### src/rtl/ritoa_pkg.sv
`timescale 1ns / 1ps
`default_nettype none

package ritoa_pkg;

  localparam int unsigned VALUE_BITS_DEF = 32;
  localparam int unsigned STEP_BITS      = 8;

  localparam logic [4:0] RADIX_MIN = 5'd2;
  localparam logic [4:0] RADIX_MAX = 5'd16;

  localparam logic [6:0] CHAR_ZERO  = 7'h30;
  localparam logic [6:0] CHAR_UPPER = 7'h41;
  localparam logic [6:0] CHAR_LOWER = 7'h61;
  localparam logic [6:0] CHAR_MINUS = 7'h2d;

  typedef struct packed {
    logic [31:0] value_bits;
    logic [4:0]  radix;
    logic        treat_unsigned;
    logic        lowercase;
  } in_item_t;

  typedef struct packed {
    logic [6:0] char_code;
    logic       last_char;
  } out_item_t;

  typedef enum logic [2:0] {
    ST_IDLE,
    ST_DIV,
    ST_STORE,
    ST_SIGN,
    ST_ISSUE,
    ST_LOAD,
    ST_OUT
  } state_e;

  typedef struct packed {
    logic load;
    logic div_step;
    logic store;
    logic load_sign;
    logic load_digit;
  } cmd_t;

  typedef struct packed {
    logic chunk_last;
    logic quot_zero;
    logic minus;
    logic out_last;
  } status_t;

  function automatic logic [6:0] digit_char(input logic [3:0] d, input logic lower);
    logic [6:0] ch;
    if (d < 4'd10) begin
      ch = CHAR_ZERO + 7'(d);
    end else if (lower) begin
      ch = CHAR_LOWER + 7'(d - 4'd10);
    end else begin
      ch = CHAR_UPPER + 7'(d - 4'd10);
    end
    return ch;
  endfunction

endpackage

`default_nettype wire

### src/rtl/radix_integer_to_ascii_core.sv
`timescale 1ns / 1ps
`default_nettype none

// Converts one integer item to ASCII text in radix 2..16 (out-of-range radix is
// clamped), one character per output item: an optional '-' (signed mode, negative
// value), then digits most significant first; last_char marks the final one. Only
// the low VALUE_BITS bits of value_bits are used. One item is converted at a time.
// Each digit comes from long division by the radix in ST_DIV (8 quotient bits per
// cycle) and is written to the digit store in ST_STORE; each character is then
// loaded into the output register (ST_SIGN for the '-', ST_LOAD for a digit) and
// held in ST_OUT while the output is stalled, and a digit-store read state
// (ST_ISSUE) comes before the first digit when there is no sign.
module radix_integer_to_ascii_core #(
  parameter int unsigned VALUE_BITS = ritoa_pkg::VALUE_BITS_DEF
) (
  input  wire logic                clk_i,
  input  wire logic                rst_ni,
  input  wire logic                in_valid_i,
  output logic                     in_stall_o,
  input  wire ritoa_pkg::in_item_t in_item_i,
  output logic                     out_valid_o,
  input  wire logic                out_stall_i,
  output ritoa_pkg::out_item_t     out_item_o
);

  ritoa_pkg::cmd_t    cmd;
  ritoa_pkg::status_t status;

  ritoa_ctrl u_ctrl (
    .clk_i      (clk_i),
    .rst_ni     (rst_ni),
    .in_valid_i (in_valid_i),
    .in_stall_o (in_stall_o),
    .out_valid_o(out_valid_o),
    .out_stall_i(out_stall_i),
    .status_i   (status),
    .cmd_o      (cmd)
  );

  ritoa_dp #(
    .VALUE_BITS(VALUE_BITS)
  ) u_dp (
    .clk_i     (clk_i),
    .rst_ni    (rst_ni),
    .in_item_i (in_item_i),
    .cmd_i     (cmd),
    .status_o  (status),
    .out_item_o(out_item_o)
  );

`ifndef NO_ASSERTIONS
  a_accept_busy: assert property (@(posedge clk_i) disable iff (!rst_ni)
    (in_valid_i && !in_stall_o) |=> (in_stall_o && !out_valid_o))
    else $error("accepted item did not make the block busy");

  a_last_ends: assert property (@(posedge clk_i) disable iff (!rst_ni)
    (out_valid_o && !out_stall_i && out_item_o.last_char) |=> !out_valid_o)
    else $error("output continued after last character");

  a_out_excl: assert property (@(posedge clk_i) disable iff (!rst_ni)
    out_valid_o |-> in_stall_o)
    else $error("input taken while text is being emitted");
`endif

endmodule

`default_nettype wire

### src/rtl/ritoa_ram.sv
`timescale 1ns / 1ps
`default_nettype none

module ritoa_ram #(
  parameter int unsigned WIDTH = 4,
  parameter int unsigned DEPTH = 32
) (
  input  wire logic                     clk_i,
  input  wire logic                     we_i,
  input  wire logic [$clog2(DEPTH)-1:0] waddr_i,
  input  wire logic [WIDTH-1:0]         wdata_i,
  input  wire logic [$clog2(DEPTH)-1:0] raddr_i,
  output logic      [WIDTH-1:0]         rdata_o
);

  logic [WIDTH-1:0] mem_q [DEPTH];

  always_ff @(posedge clk_i) begin
    if (we_i) begin
      mem_q[waddr_i] <= wdata_i;
    end
    rdata_o <= mem_q[raddr_i];
  end

endmodule

`default_nettype wire

### src/rtl/ritoa_ctrl.sv
`timescale 1ns / 1ps
`default_nettype none

module ritoa_ctrl (
  input  wire logic               clk_i,
  input  wire logic               rst_ni,
  input  wire logic               in_valid_i,
  output logic                    in_stall_o,
  output logic                    out_valid_o,
  input  wire logic               out_stall_i,
  input  wire ritoa_pkg::status_t status_i,
  output ritoa_pkg::cmd_t         cmd_o
);

  ritoa_pkg::state_e state_q, state_d;

  always_ff @(posedge clk_i or negedge rst_ni) begin
    if (!rst_ni) begin
      state_q <= ritoa_pkg::ST_IDLE;
    end else begin
      state_q <= state_d;
    end
  end

  always_comb begin
    state_d = state_q;
    case (state_q)
      ritoa_pkg::ST_IDLE: begin
        if (in_valid_i) state_d = ritoa_pkg::ST_DIV;
      end
      ritoa_pkg::ST_DIV: begin
        if (status_i.chunk_last) state_d = ritoa_pkg::ST_STORE;
      end
      ritoa_pkg::ST_STORE: begin
        if (!status_i.quot_zero) begin
          state_d = ritoa_pkg::ST_DIV;
        end else if (status_i.minus) begin
          state_d = ritoa_pkg::ST_SIGN;
        end else begin
          state_d = ritoa_pkg::ST_ISSUE;
        end
      end
      ritoa_pkg::ST_SIGN:  state_d = ritoa_pkg::ST_OUT;
      ritoa_pkg::ST_ISSUE: state_d = ritoa_pkg::ST_LOAD;
      ritoa_pkg::ST_LOAD:  state_d = ritoa_pkg::ST_OUT;
      ritoa_pkg::ST_OUT: begin
        if (!out_stall_i) begin
          state_d = status_i.out_last ? ritoa_pkg::ST_IDLE : ritoa_pkg::ST_LOAD;
        end
      end
      default: state_d = ritoa_pkg::ST_IDLE;
    endcase
  end

  always_comb begin
    cmd_o       = '0;
    in_stall_o  = 1'b1;
    out_valid_o = 1'b0;
    case (state_q)
      ritoa_pkg::ST_IDLE: begin
        in_stall_o = 1'b0;
        cmd_o.load = in_valid_i;
      end
      ritoa_pkg::ST_DIV:   cmd_o.div_step   = 1'b1;
      ritoa_pkg::ST_STORE: cmd_o.store      = 1'b1;
      ritoa_pkg::ST_SIGN:  cmd_o.load_sign  = 1'b1;
      ritoa_pkg::ST_ISSUE: cmd_o            = '0;
      ritoa_pkg::ST_LOAD:  cmd_o.load_digit = 1'b1;
      ritoa_pkg::ST_OUT:   out_valid_o      = 1'b1;
      default:             cmd_o            = '0;
    endcase
  end

endmodule

`default_nettype wire

### src/rtl/ritoa_dp.sv
`timescale 1ns / 1ps
`default_nettype none

module ritoa_dp #(
  parameter int unsigned VALUE_BITS = ritoa_pkg::VALUE_BITS_DEF
) (
  input  wire logic                clk_i,
  input  wire logic                rst_ni,
  input  wire ritoa_pkg::in_item_t in_item_i,
  input  wire ritoa_pkg::cmd_t     cmd_i,
  output ritoa_pkg::status_t       status_o,
  output ritoa_pkg::out_item_t     out_item_o
);

  localparam int unsigned SB     = ritoa_pkg::STEP_BITS;
  localparam int unsigned CHUNKS = (VALUE_BITS + SB - 1) / SB;
  localparam int unsigned PADW   = CHUNKS * SB;
  localparam int unsigned SW     = (CHUNKS > 1) ? $clog2(CHUNKS) : 1;
  localparam int unsigned AW     = $clog2(VALUE_BITS);
  localparam int unsigned CW     = $clog2(VALUE_BITS + 1);

  logic [PADW-1:0]      qr_q, qr_d;
  logic [3:0]           rem_q, rem_d;
  logic [SW-1:0]        step_q, step_d;
  logic [CW-1:0]        cnt_q, cnt_d;
  logic [AW-1:0]        idx_q, idx_d;
  logic [4:0]           radix_q, radix_d;
  logic                 lower_q, lower_d;
  logic                 minus_q, minus_d;
  ritoa_pkg::out_item_t out_q, out_d;

  logic [VALUE_BITS-1:0] word;
  logic [VALUE_BITS-1:0] mag;
  logic                  neg;
  logic [PADW-1:0]       div_qr;
  logic [3:0]            div_rem;
  logic [3:0]            rd_digit;

  ritoa_ram #(
    .WIDTH(4),
    .DEPTH(VALUE_BITS)
  ) u_store (
    .clk_i  (clk_i),
    .we_i   (cmd_i.store),
    .waddr_i(cnt_q[AW-1:0]),
    .wdata_i(rem_q),
    .raddr_i(idx_q),
    .rdata_o(rd_digit)
  );

  assign word = VALUE_BITS'(in_item_i.value_bits);
  assign neg  = !in_item_i.treat_unsigned && word[VALUE_BITS-1];
  assign mag  = neg ? (~word + 1'b1) : word;

  // Long division by the radix, one chunk of the word per cycle, MSB first.
  always_comb begin
    logic [4:0]    r;
    logic [SB-1:0] qbits;
    r     = {1'b0, rem_q};
    qbits = '0;
    for (int i = 0; i < SB; i++) begin
      r = {r[3:0], qr_q[PADW-1-i]};
      if (r >= radix_q) begin
        r = r - radix_q;
        qbits[SB-1-i] = 1'b1;
      end
    end
    div_rem = r[3:0];
    div_qr  = PADW'({qr_q, qbits});
  end

  always_comb begin
    qr_d    = qr_q;
    rem_d   = rem_q;
    step_d  = step_q;
    cnt_d   = cnt_q;
    idx_d   = idx_q;
    radix_d = radix_q;
    lower_d = lower_q;
    minus_d = minus_q;
    out_d   = out_q;
    if (cmd_i.load) begin
      qr_d    = PADW'(mag);
      rem_d   = '0;
      step_d  = '0;
      cnt_d   = '0;
      minus_d = neg;
      lower_d = in_item_i.lowercase;
      if (in_item_i.radix < ritoa_pkg::RADIX_MIN) begin
        radix_d = ritoa_pkg::RADIX_MIN;
      end else if (in_item_i.radix > ritoa_pkg::RADIX_MAX) begin
        radix_d = ritoa_pkg::RADIX_MAX;
      end else begin
        radix_d = in_item_i.radix;
      end
    end
    if (cmd_i.div_step) begin
      qr_d   = div_qr;
      rem_d  = div_rem;
      step_d = step_q + 1'b1;
    end
    if (cmd_i.store) begin
      cnt_d  = cnt_q + 1'b1;
      idx_d  = cnt_q[AW-1:0];
      rem_d  = '0;
      step_d = '0;
    end
    if (cmd_i.load_sign) begin
      out_d.char_code = ritoa_pkg::CHAR_MINUS;
      out_d.last_char = 1'b0;
    end
    if (cmd_i.load_digit) begin
      out_d.char_code = ritoa_pkg::digit_char(rd_digit, lower_q);
      out_d.last_char = (idx_q == '0);
      if (idx_q != '0) idx_d = idx_q - 1'b1;
    end
  end

  always_ff @(posedge clk_i or negedge rst_ni) begin
    if (!rst_ni) begin
      step_q  <= '0;
      cnt_q   <= '0;
      idx_q   <= '0;
      minus_q <= 1'b0;
    end else begin
      step_q  <= step_d;
      cnt_q   <= cnt_d;
      idx_q   <= idx_d;
      minus_q <= minus_d;
    end
  end

  always_ff @(posedge clk_i) begin
    qr_q    <= qr_d;
    rem_q   <= rem_d;
    radix_q <= radix_d;
    lower_q <= lower_d;
    out_q   <= out_d;
  end

  assign status_o.chunk_last = (step_q == SW'(CHUNKS - 1));
  assign status_o.quot_zero  = (qr_q == '0);
  assign status_o.minus      = minus_q;
  assign status_o.out_last   = out_q.last_char;
  assign out_item_o          = out_q;

endmodule

`default_nettype wire

### config.mk
export PLATFORM = sky130hd
export DESIGN_NAME = radix_integer_to_ascii_core
export DESIGN_NICKNAME = d
export VERILOG_FILES = /design/src/rtl/ritoa_pkg.sv /design/src/rtl/radix_integer_to_ascii_core.sv /design/src/rtl/ritoa_ram.sv /design/src/rtl/ritoa_ctrl.sv /design/src/rtl/ritoa_dp.sv
export SDC_FILE = /design/constraint.sdc
export NUM_CORES = 1
export LEC_CHECK = 0
export ABC_AREA = 1
export BUFFER_PORTS_ARGS = -buffer_cell sky130_fd_sc_hd__buf_4
export CAP_MARGIN = 20
export CORE_ASPECT_RATIO = 1.4
export CORE_MARGIN = 5
export CORE_UTILIZATION = 45
export CTS_CLUSTER_SIZE = 25
export DETAILED_ROUTE_END_ITERATION = 8
export SLEW_MARGIN = 10
export SYNTH_ARGS = -nofsm -noshare
export SYNTH_HDL_FRONTEND = slang
export SYNTH_SLANG_ARGS = --single-unit
### constraint.sdc
create_clock -name clk_i -period 25.3 [get_ports clk_i]
set_clock_uncertainty 0.2 [all_clocks]
set_input_delay 2.53 -clock clk_i [delete_from_list [all_inputs] [get_ports clk_i]]
set_output_delay 2.53 -clock clk_i [all_outputs]
set_load 0.02 [all_outputs]
==> summary.txt, run 1 <==
STA
  • Max-slew violations: 0
  • Fmax: 0.08971 GHz
  • Hold Slack: 318.3 ps
  • Final hold viol count: 0
  • Slew @ Worst Pin: 692.6 ps
  • RSZ-0062 raised after global routing: false
  • Slew headroom: 53.82%
  • Final period utilization: 44.06%
  • Final Setup Violations: 0
  • Min Tclk post-route: 11150 ps
  • TNS Setup: 0 ps

Placement
  • GPL Wtd Cong: 0.9095
  • Port bufs: 52
  • Hpwl dp: 20640 µm
  • Cell Area, Placed: 0.01201 mm²

Yosys
  • Most frequent cell after synthesis: nand2_1
  • Yosys cell types: 41
  • Synth async-reset ratio: 8.081%
  • Post-synth EDFFs: 174
  • Yosys reg bits: 198
  • Avg Cell Area, Syn: 8.849 µm²
  • Dominant cell type by area after synthesis: edfxtp_1
  • Seq/Total Area, Yosys: 51.12%
  • Syn Inst Count: 1279
  • Post-synth top cells: nand2_1 (285), nor2_1 (189), edfxtp_1 (174)
  • Cell Area, Synth: 0.01132 mm²
  • Largest cells by area after synthesis: edfxtp_1 (46%), nand2_1 (9.5%), nor2_1 (6.3%)
  • Synth Flop Type: edfxtp_1
  • Synth top area share: 46.16%
  • Syn_nets: 1383
  • Yosys warnings: 0

CTS
  • PostCTS Resize Cnt: 0
  • Clock root cell: clkbuf_16
  • Hold_buf cts: 0
  • Latest clock arrival within the worst-skew pair: 430 ps
  • Post-CTS Setup Bufs: 0
  • CTS sink cnt: 198
  • Worst-path clk slew: 70 ps
  • TritonCTS clock tree: yes
  • Clk buf depth: 2
  • H-tree levels: 4
  • CTS buffer count: 17

Worst setup path
  • CP Capture Type: flop
  • Worst path bufs/invs: 11
  • Crit path max-delay family: simple AND/OR/NAND/NOR gates
  • Most frequent CP cell: nand3_1
  • Critical Path Start Type: flop
  • Slowest stage cell on the critical path: edfxtp_1
  • Worst Reg-to-Reg Cells: 64
  • Crit Path Max Fanout: 9
  • FF-to-FF End: u_dp.rem_q[1]
  • Worst r2r src: u_dp.radix_q[1]
  • Worst Path Arrival: 11310 ps
  • Crit path largest cell delay: 730 ps
  • Worst path depth: 64
  • Critical path class: flop to flop
  • CP Data Required Time: 25470 ps
  • Setup slack, reg-to-reg: 14150 ps

Layout
  • Area delta synth->final: 11.52%
  • Layout cells sized above 1: 8.852%
  • Ant diodes: 0
  • Final Net Count: 1424
  • Post-route cell area: 0.01262 mm²
  • Fillers: 2372

Global route
  • GRT overflow: 0
  • Initial antenna violation count: 0
  • Number of global-route vias before repair: 8946
  • Pin count of the biggest net entering global routing: 67
  • First-pass GRT wire length: 45640 µm
  • All-Layer GR Usage: 20.75%

Floorplan
  • Core Rows: 68
  • Num ports: 53
  • Die ar.: 0.02847 mm²
  • Starting density of the core: 45.71%
  • Width of the chip: 144.0 µm
  • Die extent in y: 197.7 µm
  • Core ar.: 0.02476 mm²

Worst hold path
  • Hold EP: u_dp.step_q[0]
  • HP Class: flop to flop
  • Worst Hold Depth: 1
  • Hold path start: u_dp.step_q[0]

Drt
  • Pre-antenna DRT Iters: 7
  • DRC viols: 0
  • Via count: 8835
  • Iter 0 DRT Violations: 488
  • Antenna viol nets, final: 0
  • Total Wirelength: 28530 µm
  • Routed vias/inst: 5.361
  • WL/cell: 17.31 µm

Flow run
  • Max-cap violations: 0

Outcome
  • Status: finished clean
==> cell usage in the layout (no fill, tap or decap), types with 5 or more instances in the layout <==
cell       synthesis  final
a21oi_1           20     20
a31oi_1            6      6
and2_1             9      9
buf_4              0     63
clkbuf_16          0     17
dfrtp_1           16     15
dfxtp_1            8      8
edfxtp_1         174    174
fa_1               8      8
ha_1              53     53
inv_1            115    115
inv_2             14     14
inv_6              0      5
nand2_1          285    285
nand3_1          102    102
nand3b_1           6      6
nand4_1           12     12
nor2_1           189    189
o211ai_1           8      8
o21ai_0           82     82
o21ai_1           29     29
o221ai_1          29     29
or2_0              6      6
xnor2_1           19     19
xor2_1            18     18
==> metal layers <==
metal / GRT usage [%] / wire (µm) / vias up
met2: 38.73 / 15470 / 202
met3: 2.858 / 823 / 64
met1: 22.83 / 11020 / 4152
met4: 9.700 / 1212 / 0
li1: - / - / 4417
met5: 0 / 0 / -
==> metrics by stage <==
step	util, %	setup slack [ps]	cells
2_1_floorplan	-	15590	1279
3_3_place_gp	48.50	14520	1615
3_5_place_dp	48.50	14140	1615
4_1_cts	50.92	14090	1647
5_1_grt	50.98	12850	1648
6_report	50.98	14150	1648
==> registers in the layout, indices dropped and copies added, names as in the netlist <==
name                  count
u_dp.rem_q                4
u_ctrl.state_q            3
u_dp.idx_q                5
u_dp.u_store.rdata_o      4
u_dp.lower_q              1
u_dp.radix_q              5
u_dp.minus_q              1
u_dp.out_item_o           8
u_dp.step_q               2
u_dp.u_store.mem_q      128
u_dp.qr_q                32
u_dp.cnt_q                5
==> layout make-up <==
cell class | instances | area (µm²) | area share [%]
Sequential cell | 198 | 5787 | 45.85
Inverter | 131 | 491.7 | 3.896
Tap cell | 315 | 394.1 | 3.123
Clock buffer | 17 | 425.4 | 3.370
Multi-Input combinational cell | 908 | 4862 | 38.52
Timing Repair Buffer | 64 | 488.0 | 3.866
Clock inverter | 15 | 173.9 | 1.378
==> how the worst max path moves through the flow <==
stage | endpoint | slack, ps | from
after floorplan | u_dp.rem_q[1] | 15590 | u_dp.radix_q[1]
after global placement | u_dp.rem_q[1] | 14520 | u_dp.rem_q[1]
after detailed placement | u_dp.rem_q[1] | 14140 | u_dp.rem_q[1]
after CTS | u_dp.rem_q[1] | 14090 | u_dp.rem_q[1]
after global routing | u_dp.rem_q[1] | 12850 | u_dp.radix_q[1]
final | u_dp.rem_q[1] | 14150 | u_dp.radix_q[1]
==> logic make-up after synthesis <==
logic type / Yosys count / share of synthesized area, %
adder cells (fa/ha/maj): 61 / 7.274
flip-flops: 198 / 51.12
AO/OA/AOI/OAI: 182 / 9.419
AND/OR/NAND/NOR: 627 / 23.30
XOR/XNOR: 37 / 2.863
buffers and inverters: 173 / 5.925
multiplexers: 1 / 0.09948
Power of run 1 is left out: the tool's default activity adds up to more than one toggle a clock period on the data nets, which glitch-free logic cannot reach.
==> run 2, diff against run 1 <==
ABC_AREA = 0   (was 1)
clock period = 9.4 ns   (was 25.3 ns; I/O delays follow)
==> summary.txt, run 2 <==
Yosys
  • Yosys warnings: 0 (unchanged)
  • Post-synth top cells: edfxtp_1 (174), nor2_1 (75), nand2_1 (67)
  • Post-synth EDFFs: 174 (unchanged)
  • Yosys cell types: 63 (+54%)
  • Mux contribution to synthesized area: 9.184% (+9.1 points)
  • Seq/Total Area, Yosys: 53.69% (+2.6 points)
  • Avg Cell Area, Syn: 12.20 µm² (+38%)
  • Most frequent cell after synthesis: edfxtp_1
  • Synth Flop Type: edfxtp_1
  • Syn_nets: 987 (-29%)
  • Syn Inst Count: 883 (-31%)
  • Dominant cell type by area after synthesis: edfxtp_1
  • Post-Synth Adder-Cell Area: 7.640% (+0.37 points)
  • Simple-gate share of the synthesized area: 11.49% (-12 points)
  • Yosys reg bits: 198 (unchanged)
  • Synth async-reset ratio: 8.081% (unchanged)
  • Synth Area in Compound Gates: 11.09% (+1.7 points)
  • Post-Synth XOR/XNOR Area: 4.064% (+1.2 points)
  • Cell Area, Synth: 0.01078 mm² (-4.8%)
  • Largest cells by area after synthesis: edfxtp_1 (48%), mux4_2 (7.5%), ha_1 (6.2%)
  • Largest family of logic cells by synthesized area: simple AND/OR/NAND/NOR gates
  • Synth top area share: 48.48% (+2.3 points)

Layout
  • Max FFs per register: 128 (unchanged)
  • Fillers: 2041 (-14%)
  • Post-route cell area: 0.01318 mm² (+4.4%)
  • Final Net Count: 1094 (-23%)
  • Ant diodes: 0 (unchanged)
  • Area delta synth->final: 22.29%
  • Top reg by flops: u_dp.u_store.mem_q
  • Most frequent cells in the layout: edfxtp_1 (174), buf_4 (119), nor2_1 (72)
  • Layout cells sized above 1: 29.61% (+21 points)
  • Most common cell after layout, fill and taps aside: edfxtp_1

Worst setup path
  • Crit path largest cell delay: 540 ps (-190 ps)
  • Critical path class: flop to flop
  • Worst Reg-to-Reg Cells: 45 (-30%)
  • Worst Path Arrival: 9440 ps (-1870 ps)
  • Critical Path Start Type: flop
  • CP Capture Type: flop
  • Crit Path Max Fanout: 5 (-4)
  • Setup slack, reg-to-reg: 30 ps (-14120 ps)
  • Worst path depth: 45 (-30%)
  • CP Data Required Time: 9480 ps (-15990 ps)
  • Slowest stage cell on the critical path: fa_1
  • Most frequent CP cell: ha_4
  • Crit path max-delay family: compound AO/OA/AOI/OAI gates
  • Worst path bufs/invs: 5 (-6)

CTS
  • Worst-path clk slew: 70 ps (about the same)
  • Hold_buf cts: 0 (unchanged)
  • CTS buffer count: 17 (unchanged)
  • Latest clock arrival within the worst-skew pair: 430 ps (about the same)
  • Clock root cell: clkbuf_16
  • Clk buf depth: 2 (unchanged)
  • TritonCTS clock tree: yes
  • CTS sink cnt: 198 (unchanged)
  • H-tree levels: 4 (unchanged)

STA
  • RSZ-0062 raised after global routing: true
  • Slew headroom: 36.60% (-17 points)
  • Slew @ Worst Pin: 947.5 ps (+254.9 ps)
  • Hold Slack: 172.4 ps (-145.9 ps)
  • Min Tclk post-route: 9368 ps (-1780 ps)
  • Final hold viol count: 0 (unchanged)
  • Fmax: 0.1068 GHz (+19%)
  • Final period utilization: 99.65% (+56 points)
  • Max-slew violations: 0 (unchanged)
  • Final Setup Violations: 0 (unchanged)

Drt
  • Antenna viol nets, final: 0 (unchanged)
  • DRC viols: 0 (unchanged)
  • WL/cell: 19.34 µm (+12%)
  • Iter 0 DRT Violations: 428 (-12%)
  • Total Wirelength: 25390 µm (-11%)
  • Via count: 7352 (-17%)
  • Routed vias/inst: 5.599 (+4.4%)
  • Pre-antenna DRT Iters: 4 (-3)

Global route
  • GRT overflow: 0 (unchanged)
  • Pin count of the biggest net entering global routing: 50 (-25%)
  • Initial antenna violation count: 0 (unchanged)
  • First-pass GRT wire length: 38510 µm (-16%)
  • Number of global-route vias before repair: 7309 (-18%)
  • All-Layer GR Usage: 18.37% (-2.4 points)

Floorplan
  • Starting density of the core: 45.26% (-0.45 points)
  • Num ports: 53 (unchanged)
  • Core Rows: 67 (-1.5%)
  • Die extent in y: 193.1 µm (-2.3%)
  • Die ar.: 0.02719 mm² (-4.5%)
  • Core ar.: 0.02381 mm² (-3.8%)
  • Width of the chip: 140.8 µm (-2.3%)

Flow run
  • Max-cap violations: 0 (unchanged)

Worst hold path
  • HP Class: primary input to async pin

Outcome
  • Status: finished clean

Placement
  • Hpwl dp: 18040 µm (-13%)
  • Port bufs: 52 (unchanged)
  • Cell Area, Placed: 0.01191 mm² (-0.83%)
  • GPL Wtd Cong: 0.8534 (-6.2%)
==> run 2: logic make-up (layout without fill, tap and decap cells) <==
group,Yosys count,count (layout)
AND/OR/NAND/NOR,249,249
flip-flops,198,198
AO/OA/AOI/OAI,192,192
buffers and inverters,80,200
adder cells (fa/ha/maj),61,61
multiplexers,53,53
XOR/XNOR,50,50
==> run 2: cell type report <==
cell class / instances / area (µm²) / area share, %
Sequential cell: 198 / 5789 / 43.93
Clock inverter: 14 / 190.2 / 1.443
Inverter: 46 / 175.2 / 1.329
Multi-Input combinational cell: 605 / 5270 / 39.99
Timing Repair Buffer: 122 / 927.1 / 7.035
Clock buffer: 18 / 439.2 / 3.332
Tap cell: 310 / 387.9 / 2.943
==> run 2: path summary, 6_finish.rpt <==
check | from | endpoint
worst max-delay path | u_dp.radix_q[2] | u_dp.rem_q[1]
max in group asynchronous | rst_ni | u_dp.idx_q[0]
worst min-delay path | rst_ni | u_ctrl.state_q[0]
worst min register to register | u_dp.minus_q | u_dp.minus_q
min in group clk_i | u_dp.minus_q | u_dp.minus_q
worst max register to register | u_dp.radix_q[2] | u_dp.rem_q[1]
==> run 2: timing repair <==
action,in CTS,in global routing
setup buffers,13,14
gates resized for setup,35,55
gates cloned,0,0
pin swaps,22,41
endpoints found under the setup margin,5,5
==> run 2: routing by layer <==
layer / track usage (%) / vias up / routed length (µm) / share of wire, %
li1: - / 3534 / - / -
met5: 0 / - / 0 / 0
met3: 2.566 / 42 / 803 / 3.2
met2: 35.47 / 160 / 14370 / 57
met1: 20.86 / 3616 / 9665 / 38
met4: 5.742 / 0 / 556 / 2.2
==> run 2: per-stage QoR <==
| step | worst slack, ps | util, % | std cells | TNS (ps) |
|---|---|---|---|---|
| after floorplan | 38.54 | - | 883 | 0 |
| after global placement | 21.39 | 50.02 | 1256 | 0 |
| after detailed placement | -280.7 | 50.02 | 1256 | -989.3 |
| after CTS | 5.679 | 53.78 | 1301 | 0 |
| after global routing | -266.8 | 55.36 | 1313 | -1118 |
| final | 32.47 | 55.36 | 1313 | 0 |
Power of run 2 is left out for the same reason.
